<file path="src/design/nat_connection_table_macros.svh">
// Assertion macros for the connection table block
`ifndef NAT_CONNECTION_TABLE_MACROS_SVH
`define NAT_CONNECTION_TABLE_MACROS_SVH
// assert that a implies b at the same edge
`define NAT_ASSERT_IMP(label, clk, rst_n, a, b) \
	label: assert property (@(posedge clk) disable iff (!rst_n) (a) |-> (b)) \
		else $error("nat: %s failed", "label");
// assert that a implies b at the next edge
`define NAT_ASSERT_NEXT(label, clk, rst_n, a, b) \
	label: assert property (@(posedge clk) disable iff (!rst_n) (a) |=> (b)) \
		else $error("nat: %s failed", "label");
`endif

</file>
<file path="src/design/nat_pkg.sv">
// ----------------------------------------------------------------------------
// nat_pkg
// Shared types and constants of the connection table.
// ----------------------------------------------------------------------------
`default_nettype none
package nat_pkg;
	localparam int TABLE_ENTRIES = 16;
	localparam int IDX_W = $clog2(TABLE_ENTRIES);
	localparam int CNT_W = $clog2(TABLE_ENTRIES + 1);
	localparam int FORWARD_RULES = 4;
	localparam logic [15:0] TIMEOUT_RESET = 16'd10;
	localparam logic [7:0] ICMP_PROTO_NUM = 8'd1;
	localparam logic [1:0] VERDICT_FWD = 2'd0;
	localparam logic [1:0] VERDICT_NOMATCH = 2'd1;
	localparam logic [1:0] VERDICT_FULL = 2'd2;
	localparam logic [2:0] REG_EXT_IP = 3'd0;
	localparam logic [2:0] REG_INT_IP = 3'd1;
	localparam logic [2:0] REG_TIMEOUT = 3'd2;
	localparam logic [2:0] REG_RULE0 = 3'd3;
	localparam logic [2:0] REG_RULE1 = 3'd4;
	localparam logic [2:0] REG_RULE2 = 3'd5;
	localparam logic [2:0] REG_RULE3 = 3'd6;

	// one table entry as stored
	typedef struct packed {
		logic [15:0] age;
		logic [31:0] remote_ip;
		logic [15:0] remote_port;
		logic [7:0]  protocol;
		logic [31:0] inner_ip;
		logic [15:0] inner_port;
		logic [31:0] outer_ip;
		logic [15:0] outer_port;
	} entry_t;
	localparam int ENTRY_W = $bits(entry_t);

	// compare key for one lookup
	typedef struct packed {
		logic        internal;
		logic [31:0] sip;
		logic [31:0] dip;
		logic [15:0] sp;
		logic [15:0] dp;
		logic [7:0]  proto;
	} key_t;
endpackage
`default_nettype wire

</file>
<file path="src/design/nat_ram.sv">
// ----------------------------------------------------------------------------
// nat_ram
// Generic single-port RAM with registered read data.
// ----------------------------------------------------------------------------
`default_nettype none
module nat_ram #(
	parameter int WIDTH = 8,
	parameter int DEPTH = 16
) (
	input  wire logic                     clk,
	input  wire logic                     we,
	input  wire logic [$clog2(DEPTH)-1:0] addr,
	input  wire logic [WIDTH-1:0]         wdata,
	output logic      [WIDTH-1:0]         rdata
);
	logic [WIDTH-1:0] mem [DEPTH];

	// registered read; a write returns the old word
	always_ff @(posedge clk) begin
		if (we) begin
			mem[addr] <= wdata;
		end
		rdata <= mem[addr];
	end
endmodule
`default_nettype wire

</file>
<file path="src/design/nat_match.sv">
// ----------------------------------------------------------------------------
// nat_match
// Shared compare unit: tests one stored entry against the lookup key.
// ----------------------------------------------------------------------------
`default_nettype none
module nat_match (
	input  wire nat_pkg::entry_t e,
	input  wire nat_pkg::key_t   k,
	output logic                 hit
);
	import nat_pkg::*;
	// internal side matches inner/remote, external side remote/outer
	always_comb begin
		if (k.internal) begin
			hit = (e.inner_ip == k.sip) && (e.inner_port == k.sp) &&
				(e.remote_ip == k.dip) && (e.remote_port == k.dp) &&
				(e.protocol == k.proto);
		end else begin
			hit = (e.remote_ip == k.sip) && (e.remote_port == k.sp) &&
				(e.outer_ip == k.dip) && (e.outer_port == k.dp) &&
				(e.protocol == k.proto);
		end
	end
endmodule
`default_nettype wire

</file>
<file path="src/design/nat_connection_table.sv">
`default_nettype none
// ----------------------------------------------------------------------------
// nat_connection_table
// Source/destination NAT with a sixteen-entry connection table.
// ----------------------------------------------------------------------------
// Use: pulse start with the packet or tick fields while busy is low; the word
// is taken at that edge and busy rises. A packet walks the table one entry a
// cycle through a single compare unit reading the entry RAM, then writes the
// hit or new entry back unless dropped. Tick items read each entry in turn,
// writing back decremented ages and freeing expired entries. A packet holds
// busy through scan, decision and, unless dropped, write; a tick through a
// read and a write-back state per entry. A packet gives one result word,
// shown with done high for one cycle as busy falls; a tick gives none. The
// receiver cannot stall. Registers sit on an APB port, each at 8*index; the
// user must write them only while idle, which the block does not enforce.
// Reset clears valid bits and resets registers; the RAM needs no clearing.
// ----------------------------------------------------------------------------
module nat_connection_table (
	input  wire logic        clk,
	input  wire logic        arst_n,
	input  wire logic        psel,
	input  wire logic        penable,
	input  wire logic        pwrite,
	input  wire logic [5:0]  paddr,
	input  wire logic [63:0] pwdata,
	output logic      [63:0] prdata,
	output logic             pready,
	input  wire logic        start,
	output logic             busy,
	input  wire logic        mode,
	input  wire logic [31:0] src_ip,
	input  wire logic [31:0] dst_ip,
	input  wire logic [15:0] src_port,
	input  wire logic [15:0] dst_port,
	input  wire logic [7:0]  protocol,
	input  wire logic [15:0] icmp_id,
	output logic             done,
	output logic      [1:0]  verdict,
	output logic      [31:0] out_src_ip,
	output logic      [31:0] out_dst_ip,
	output logic      [15:0] out_src_port,
	output logic      [15:0] out_dst_port,
	output logic             created
);
	import nat_pkg::*;
	`include "nat_connection_table_macros.svh"

	localparam logic [2:0] ST_IDLE  = 3'd0;
	localparam logic [2:0] ST_SCAN  = 3'd1;
	localparam logic [2:0] ST_DEC   = 3'd2;
	localparam logic [2:0] ST_RULE  = 3'd3;
	localparam logic [2:0] ST_WRITE = 3'd4;
	localparam logic [2:0] ST_TREAD = 3'd5;
	localparam logic [2:0] ST_TWR   = 3'd6;

	logic [2:0] state_q;
	logic [31:0] ext_ip_q, int_ip_q;
	logic [15:0] timeout_q;
	logic [63:0] rule_q [FORWARD_RULES];
	logic [TABLE_ENTRIES-1:0] valid_q;

	// captured packet
	logic [31:0] sip_q, dip_q;
	logic [15:0] sp_raw_q, dp_raw_q;
	key_t key_q;

	// scan control
	logic [CNT_W-1:0] cnt_q;
	logic [IDX_W-1:0] rd_idx_q;
	logic             rd_vld_q;
	logic             hit_q;
	logic [IDX_W-1:0] hit_idx_q;
	entry_t           hit_e_q;

	// RAM port
	logic         ram_we;
	logic [IDX_W-1:0] ram_addr;
	entry_t       ram_wdata, ram_rdata;

	nat_ram #(.WIDTH(ENTRY_W), .DEPTH(TABLE_ENTRIES)) u_ram (
		.clk(clk), .we(ram_we), .addr(ram_addr), .wdata(ram_wdata),
		.rdata(ram_rdata)
	);

	logic cmp_hit;
	nat_match u_match (.e(ram_rdata), .k(key_q), .hit(cmp_hit));

	// APB
	logic       wr_en;
	logic [2:0] reg_idx;
	assign pready = 1'b1;
	assign reg_idx = paddr[5:3];
	assign wr_en = psel && penable && pwrite;

	always_comb begin
		unique case (reg_idx)
			REG_EXT_IP:  prdata = {32'd0, ext_ip_q};
			REG_INT_IP:  prdata = {32'd0, int_ip_q};
			REG_TIMEOUT: prdata = {48'd0, timeout_q};
			REG_RULE0:   prdata = rule_q[0];
			REG_RULE1:   prdata = rule_q[1];
			REG_RULE2:   prdata = rule_q[2];
			REG_RULE3:   prdata = rule_q[3];
			default:     prdata = 64'd0;
		endcase
	end

	always_ff @(posedge clk or negedge arst_n) begin
		if (!arst_n) begin
			ext_ip_q  <= '0;
			int_ip_q  <= '0;
			timeout_q <= TIMEOUT_RESET;
			for (int r = 0; r < FORWARD_RULES; r++) rule_q[r] <= '0;
		end else if (wr_en) begin
			unique case (reg_idx)
				REG_EXT_IP:  ext_ip_q  <= pwdata[31:0];
				REG_INT_IP:  int_ip_q  <= pwdata[31:0];
				REG_TIMEOUT: timeout_q <= pwdata[15:0];
				REG_RULE0:   rule_q[0] <= pwdata;
				REG_RULE1:   rule_q[1] <= pwdata;
				REG_RULE2:   rule_q[2] <= pwdata;
				REG_RULE3:   rule_q[3] <= pwdata;
				default:     ;
			endcase
		end
	end

	// lowest free slot and rule priority
	logic             free_any;
	logic [IDX_W-1:0] free_idx;
	always_comb begin
		free_any = 1'b0;
		free_idx = '0;
		for (int i = TABLE_ENTRIES - 1; i >= 0; i--) begin
			if (!valid_q[i]) begin
				free_any = 1'b1;
				free_idx = IDX_W'(i);
			end
		end
	end

	logic        rule_any;
	logic [63:0] rule_sel;
	always_comb begin
		rule_any = 1'b0;
		rule_sel = '0;
		for (int r = FORWARD_RULES - 1; r >= 0; r--) begin
			if (rule_q[r][63:48] != 16'd0 && rule_q[r][63:48] == dp_raw_q) begin
				rule_any = 1'b1;
				rule_sel = rule_q[r];
			end
		end
	end

	// new, refreshed and decremented entry words
	entry_t new_int_e, new_ext_e, upd_e, dec_e;
	always_comb begin
		new_int_e = '{age: timeout_q, remote_ip: dip_q, remote_port: key_q.dp,
			protocol: key_q.proto, inner_ip: sip_q, inner_port: key_q.sp,
			outer_ip: ext_ip_q, outer_port: key_q.sp};
		new_ext_e = '{age: timeout_q, remote_ip: sip_q, remote_port: key_q.sp,
			protocol: key_q.proto, inner_ip: rule_sel[31:0],
			inner_port: rule_sel[47:32], outer_ip: dip_q, outer_port: key_q.dp};
		upd_e = hit_e_q;
		upd_e.age = timeout_q;
		dec_e = ram_rdata;
		dec_e.age = ram_rdata.age - 16'd1;
	end

	// RAM address and write select
	always_comb begin
		ram_we = 1'b0;
		ram_wdata = upd_e;
		ram_addr = cnt_q[IDX_W-1:0];
		unique case (state_q)
			ST_WRITE: begin
				ram_addr = hit_idx_q;
				ram_we = 1'b1;
				if (hit_q) ram_wdata = upd_e;
				else if (key_q.internal) ram_wdata = new_int_e;
				else ram_wdata = new_ext_e;
			end
			ST_TWR: begin
				ram_addr = rd_idx_q;
				ram_wdata = dec_e;
				ram_we = valid_q[rd_idx_q] && ram_rdata.age > 16'd1;
			end
			default: ;
		endcase
	end

	logic [15:0] sp_eff;
	assign sp_eff = (protocol == ICMP_PROTO_NUM) ? icmp_id : src_port;
	assign busy = (state_q != ST_IDLE);

	// sequencer
	always_ff @(posedge clk or negedge arst_n) begin
		if (!arst_n) begin
			state_q  <= ST_IDLE;
			valid_q  <= '0;
			cnt_q    <= '0;
			rd_vld_q <= 1'b0;
			hit_q    <= 1'b0;
			done     <= 1'b0;
		end else begin
			done <= 1'b0;
			unique case (state_q)
				ST_IDLE: begin
					if (start) begin
						cnt_q <= '0;
						rd_vld_q <= 1'b0;
						hit_q <= 1'b0;
						state_q <= mode ? ST_TREAD : ST_SCAN;
					end
				end
				// one read issued and one compared per cycle
				ST_SCAN: begin
					rd_idx_q <= cnt_q[IDX_W-1:0];
					rd_vld_q <= (cnt_q < CNT_W'(TABLE_ENTRIES));
					if (cnt_q < CNT_W'(TABLE_ENTRIES)) cnt_q <= cnt_q + 1'b1;
					if (rd_vld_q && !hit_q && valid_q[rd_idx_q] && cmp_hit) begin
						hit_q <= 1'b1;
						hit_idx_q <= rd_idx_q;
						hit_e_q <= ram_rdata;
					end
					if (!rd_vld_q && cnt_q == CNT_W'(TABLE_ENTRIES))
						state_q <= ST_DEC;
				end
				ST_DEC: begin
					state_q <= ST_IDLE;
					done <= 1'b1;
					created <= 1'b0;
					verdict <= VERDICT_FWD;
					out_src_ip <= sip_q;
					out_dst_ip <= dip_q;
					out_src_port <= sp_raw_q;
					out_dst_port <= dp_raw_q;
					if (hit_q) begin
						state_q <= ST_WRITE;
						done <= 1'b0;
					end else if (!key_q.internal && !rule_any) begin
						verdict <= VERDICT_NOMATCH;
					end else if (!free_any) begin
						verdict <= VERDICT_FULL;
					end else begin
						hit_idx_q <= free_idx;
						state_q <= ST_WRITE;
						done <= 1'b0;
					end
				end
				ST_WRITE: begin
					state_q <= ST_IDLE;
					done <= 1'b1;
					valid_q[hit_idx_q] <= 1'b1;
					created <= !hit_q;
					if (key_q.internal) begin
						out_src_ip <= hit_q ? hit_e_q.outer_ip : ext_ip_q;
						out_src_port <= hit_q ? hit_e_q.outer_port : key_q.sp;
					end else begin
						out_dst_ip <= hit_q ? hit_e_q.inner_ip : rule_sel[31:0];
						out_dst_port <= hit_q ? hit_e_q.inner_port : rule_sel[47:32];
					end
				end
				// tick: read each entry, then write back its decremented age if it survives
				ST_TREAD: begin
					rd_idx_q <= cnt_q[IDX_W-1:0];
					if (cnt_q == CNT_W'(TABLE_ENTRIES)) state_q <= ST_IDLE;
					else state_q <= ST_TWR;
				end
				ST_TWR: begin
					if (valid_q[rd_idx_q] && ram_rdata.age <= 16'd1)
						valid_q[rd_idx_q] <= 1'b0;
					cnt_q <= cnt_q + 1'b1;
					state_q <= ST_TREAD;
				end
				default: state_q <= ST_IDLE;
			endcase
		end
	end

	// capture the packet
	always_ff @(posedge clk) begin
		if (start && !busy) begin
			sip_q <= src_ip;
			dip_q <= dst_ip;
			sp_raw_q <= src_port;
			dp_raw_q <= dst_port;
			key_q <= '{internal: (src_ip == int_ip_q), sip: src_ip, dip: dst_ip,
				sp: sp_eff, dp: (protocol == ICMP_PROTO_NUM) ? icmp_id : dst_port,
				proto: protocol};
		end
	end

	`NAT_ASSERT_IMP(a_done_idle, clk, arst_n, done, state_q == ST_IDLE)
	`NAT_ASSERT_IMP(a_created_fwd, clk, arst_n, done && created, verdict == VERDICT_FWD)
	`NAT_ASSERT_NEXT(a_start_busy, clk, arst_n, start && !busy, busy)
endmodule
`default_nettype wire

</file>
<file path="config.mk">
export PLATFORM = sky130hd
export DESIGN_NAME = nat_connection_table
export DESIGN_NICKNAME = d
export VERILOG_FILES = /design/src/design/nat_pkg.sv /design/src/design/nat_ram.sv /design/src/design/nat_match.sv /design/src/design/nat_connection_table.sv
export VERILOG_INCLUDE_DIRS = /design/src /design/src/design
export SDC_FILE = /design/constraint.sdc
export NUM_CORES = 2
export LEC_CHECK = 0
export ABC_AREA = 1
export BUFFER_PORTS_ARGS = -buffer_cell sky130_fd_sc_hd__buf_2
export CORE_AREA = 2 2 693 695
export DETAILED_ROUTE_END_ITERATION = 10
export DIE_AREA = 0 0 695 697
export PLACE_DENSITY_LB_ADDON = 0.25
export SETUP_SLACK_MARGIN = 0.1
export SKIP_LAST_GASP = 1
export SLEW_MARGIN = 20
export SYNTH_ARGS = -nofsm -noshare
export SYNTH_HDL_FRONTEND = slang
export SYNTH_SLANG_ARGS = --single-unit
</file>
<file path="constraint.sdc">
create_clock -name clk -period 37.7 [get_ports clk]
set_input_delay 7.54 -clock clk [delete_from_list [all_inputs] [get_ports clk]]
set_output_delay 7.54 -clock clk [all_outputs]
set_load 0.02 [all_outputs]
</file>
==> metrics.md <==
| Metric | Value |
|---|---|
| Final setup fails | 0 |
| CTS Sinks | 3615 |
| Grt total ovfl | 0 |
| Layout Nets | 11500 |
| Cell Rows | 254 |
| Mapped Nets | 11200 |
| Post-CTS resize count | 0 |
| Area grow syn2layout | 15.9% |
| Hpwl dp | 328000 um |
| CORE AREA | 0.477 sq mm |
| Syn Inst Count | 11000 |
| Yosys warning total | 0 |
| GRT busiest layer | met2 |
| WP buf/inv | 4 |
| Worst r2r src | state_q[0] |
| Most area-consuming cells after synthesis | edfxtp_1 (65%), a22oi_1 (7.7%), nand2_1 (6.9%) |
| Clock root buffer | clkbuf_16 |
| F_max | 55.7 MHz |
| Cell Pwr Density | 79.0 mW/mm^2 |
| Setup repair after global routing missed its margin | no |
| Period Utilization, post-route | 0.476 |
| Hold_buf cts | 0 |
| Fin. max-slew vios | 0 |
| Via count | 96200 |
| Clock slew at reported path FFs | 0.06 ns |
| Crit path from | paddr[4] |
| Post-Syn Area per Cell | 13.0 sq um |
| Status | complete, no violations |
| Worst-Skew Late Latency | 1.02 ns |
| Hold crit path type | reg2reg |
| Synth area leader | edfxtp_1 |
| Worst-path fanout max | 48 |
| Data required time of the worst path | 30.16 ns |
| FFs w/ async S/R, synth | 0.100 |
| Seq cells post-synth | 3615 |
| Layout cells sized above 1 | 0.112 |
| First-pass GRT wire length | 741000 um |
| HP Start | u_ram.rdata[101] |
| Main synth FF type | edfxtp_1 |
| RePlAce Congestion | 0.924 |
| Worst path cell trace | buf_2 -> nor2_1 -> nand2_1 -> clkinv_2 -> buf_4 -> a221oi_1 -> o221ai_1 -> buf_2 |
| DR WL/cell | 30.0 um |
| CTS tree | built |
| DR DRC count | 0 |
| CTS buffer count | 374 |
| Initial Util | 0.299 |
| Period minus WS final | 17.96 ns |
| Number of synthesized flops with an enable pin | 3084 |
| Vias in the first global route | 89500 |
| Worst setup SP type | primary input |
| M2 GR Usage | 0.336 |
| Post-synthesis cell area | 0.143 sq mm |
| Met1 Track Usage GR | 0.297 |
| Most common cell in the netlist | edfxtp_1 |
| Critical path class | in2out |
| All-Layer GR Usage | 0.215 |
| Fin Setup TNS | 0 ns |
| 1st-iter DRT viols | 13300 |
| Final Hold Violating Endpoints | 0 |
| Port Buffers | 358 |
| Final Util | 0.347 |
| Final Skew | 0.0966 ns |
| Largest net degree at the start of global routing | 154 |
| LEAKAGE | 0.0583 uW |
| # Max-Cap Violations | 0 |
| Tightest Pin Transition | 1.29 ns |
| Vias per std cell | 5.32 |
| Postcts setup bufs | 0 |
| Slowest CP cell | nand2_1 |
| Post-synth top cells | edfxtp_1 (3084), nand2_1 (2613), a22oi_1 (1463) |
| Crit path top cell by count | buf_2 |
| Distinct cells, synth | 53 |
| WP data arrival | 10.42 ns |
| Crit-path max cell delay | 0.58 ns |
| Critical path's top delay family | buffers and inverters |
| Initial antenna violation count | 79 |
| Setup crit end kind | primary output |
| Antenna-violating nets left | 0 |
| Die height | 697 um |
| Io pins | 363 |
| CTS Buffer Depth | 4 |
| H-tree depth | 5 |
| Sequential share of the synthesized area | 0.736 |
| Normalized max-slew margin | 0.137 |
| Final WL | 543000 um |
| Die width | 695 um |
| Die area | 0.484 sq mm |
| Post-synth top area share | 0.649 |
| Drt first pass iters | 7 |
| Worst vdd ir | 98.5 uV |
| Met3 GRT Util | 0.0384 |
## flip-flops by register name (all words and copies together) (netlist names), 32 cells and up
| register | cells |
|---|---|
| hit_e_q | 152 |
| rule_q | 256 |
| key_q | 105 |
| u_ram.rdata | 168 |
| ext_ip_q | 32 |
| u_ram.mem | 2688 |
| out_src_ip | 32 |
| int_ip_q | 32 |
| out_dst_ip | 32 |
## layout make-up
cell class,instances,area (sq um)
fillers,46500,312000
flip-flops and latches,3615,105000
multi-input cells,6169,33400
clock buffers,511,10400
well taps,6400,8010
repair buffers,623,3990
clock inverters,184,2310
inverters,541,2050
diodes,57,143
## worst reg2reg max path: cells and delay by family (launching register included)
| family | cells | cell delay [ns] |
|---|---|---|
| buffers and inverters | 10 | 4.77 |
| DFF | 1 | 0.42 |
| AOI/OAI and AO/OA | 2 | 0.53 |
| and+or+nand+nor | 6 | 1.80 |
| adders and majority gates | 1 | 0.39 |
## kinds of logic (layout without fill, tap and decap cells)
family                     count (synthesis)  in the layout  share of synthesized area
adders and majority gates                  8              8                   0.000702
other                                      1             58                  0.0000263
buffers and inverters                   1175           1859                     0.0332
muxes                                     11             11                   0.000859
DFF                                     3615           3615                      0.736
and+or+nand+nor                         3429           3429                     0.0966
xor gates and xnor gates                 187            187                     0.0115
AOI/OAI and AO/OA                       2533           2533                      0.121
## per-layer routing
layer	wire length (um)	part of all wire
met1	223000	0.41
met2	248000	0.46
met3	49900	0.092
met4	22100	0.041
met5	159	0.00029
## through the flow
stage	cells	hold slack, ns	setup WS [ns]	total power [uW]	instance area [sq um]
after detailed placement	17300	0.452	19.83	9230	152000
after floorplan	11000	0.425	18.99	7570	143000
after CTS	18000	0.444	19.83	13100	165000
final	18100	0.462	19.74	13100	165000
after global routing	18100	0.469	19.68	13600	165000
after global placement	17300	0.443	19.81	9210	152000
## worst paths after layout
| kind | to | slack [ns] | cells past startpoint |
|---|---|---|---|
| worst min-delay path | hit_e_q[101] | 0.46 | 0 |
| worst max-delay path | prdata[21] | 19.74 | 8 |
| min in group asynchronous | int_ip_q[15] | 6.47 | 1 |
| worst max register to register | u_ram.rdata[2] | 29.75 | 19 |
| worst min register to register | hit_e_q[101] | 0.46 | 0 |
| max in group asynchronous | timeout_q[4] | 29.01 | 3 |
## power by group
| group | internal [uW] | switching, uW |
|---|---|---|
| Sequential | 4950 | 345 |
| Combinational | 1050 | 2850 |
| Clock | 2270 | 1610 |
## cells in the final DEF (no fill, tap or decap), types with 57 or more instances in the layout
cell type  synthesis  final
clkinv_2           0     67
o21ai_0          542    535
buf_4              2    237
dfxtp_1          168    168
clkbuf_1         315     93
buf_2            260    360
nor2_1           346    314
o211ai_1          57     57
xnor2_1          142    142
diode_2            0     57
a22oi_1         1463   1463
nand3_1          198    196
nand2_1         2613   2607
inv_1            534    532
o22ai_1          124    119
dfrtp_1          361    360
nand4_1          208    208
clkbuf_16          0    382
edfxtp_1        3084   3084
a21oi_1          190    190
Power figures use the tool's default switching activity.
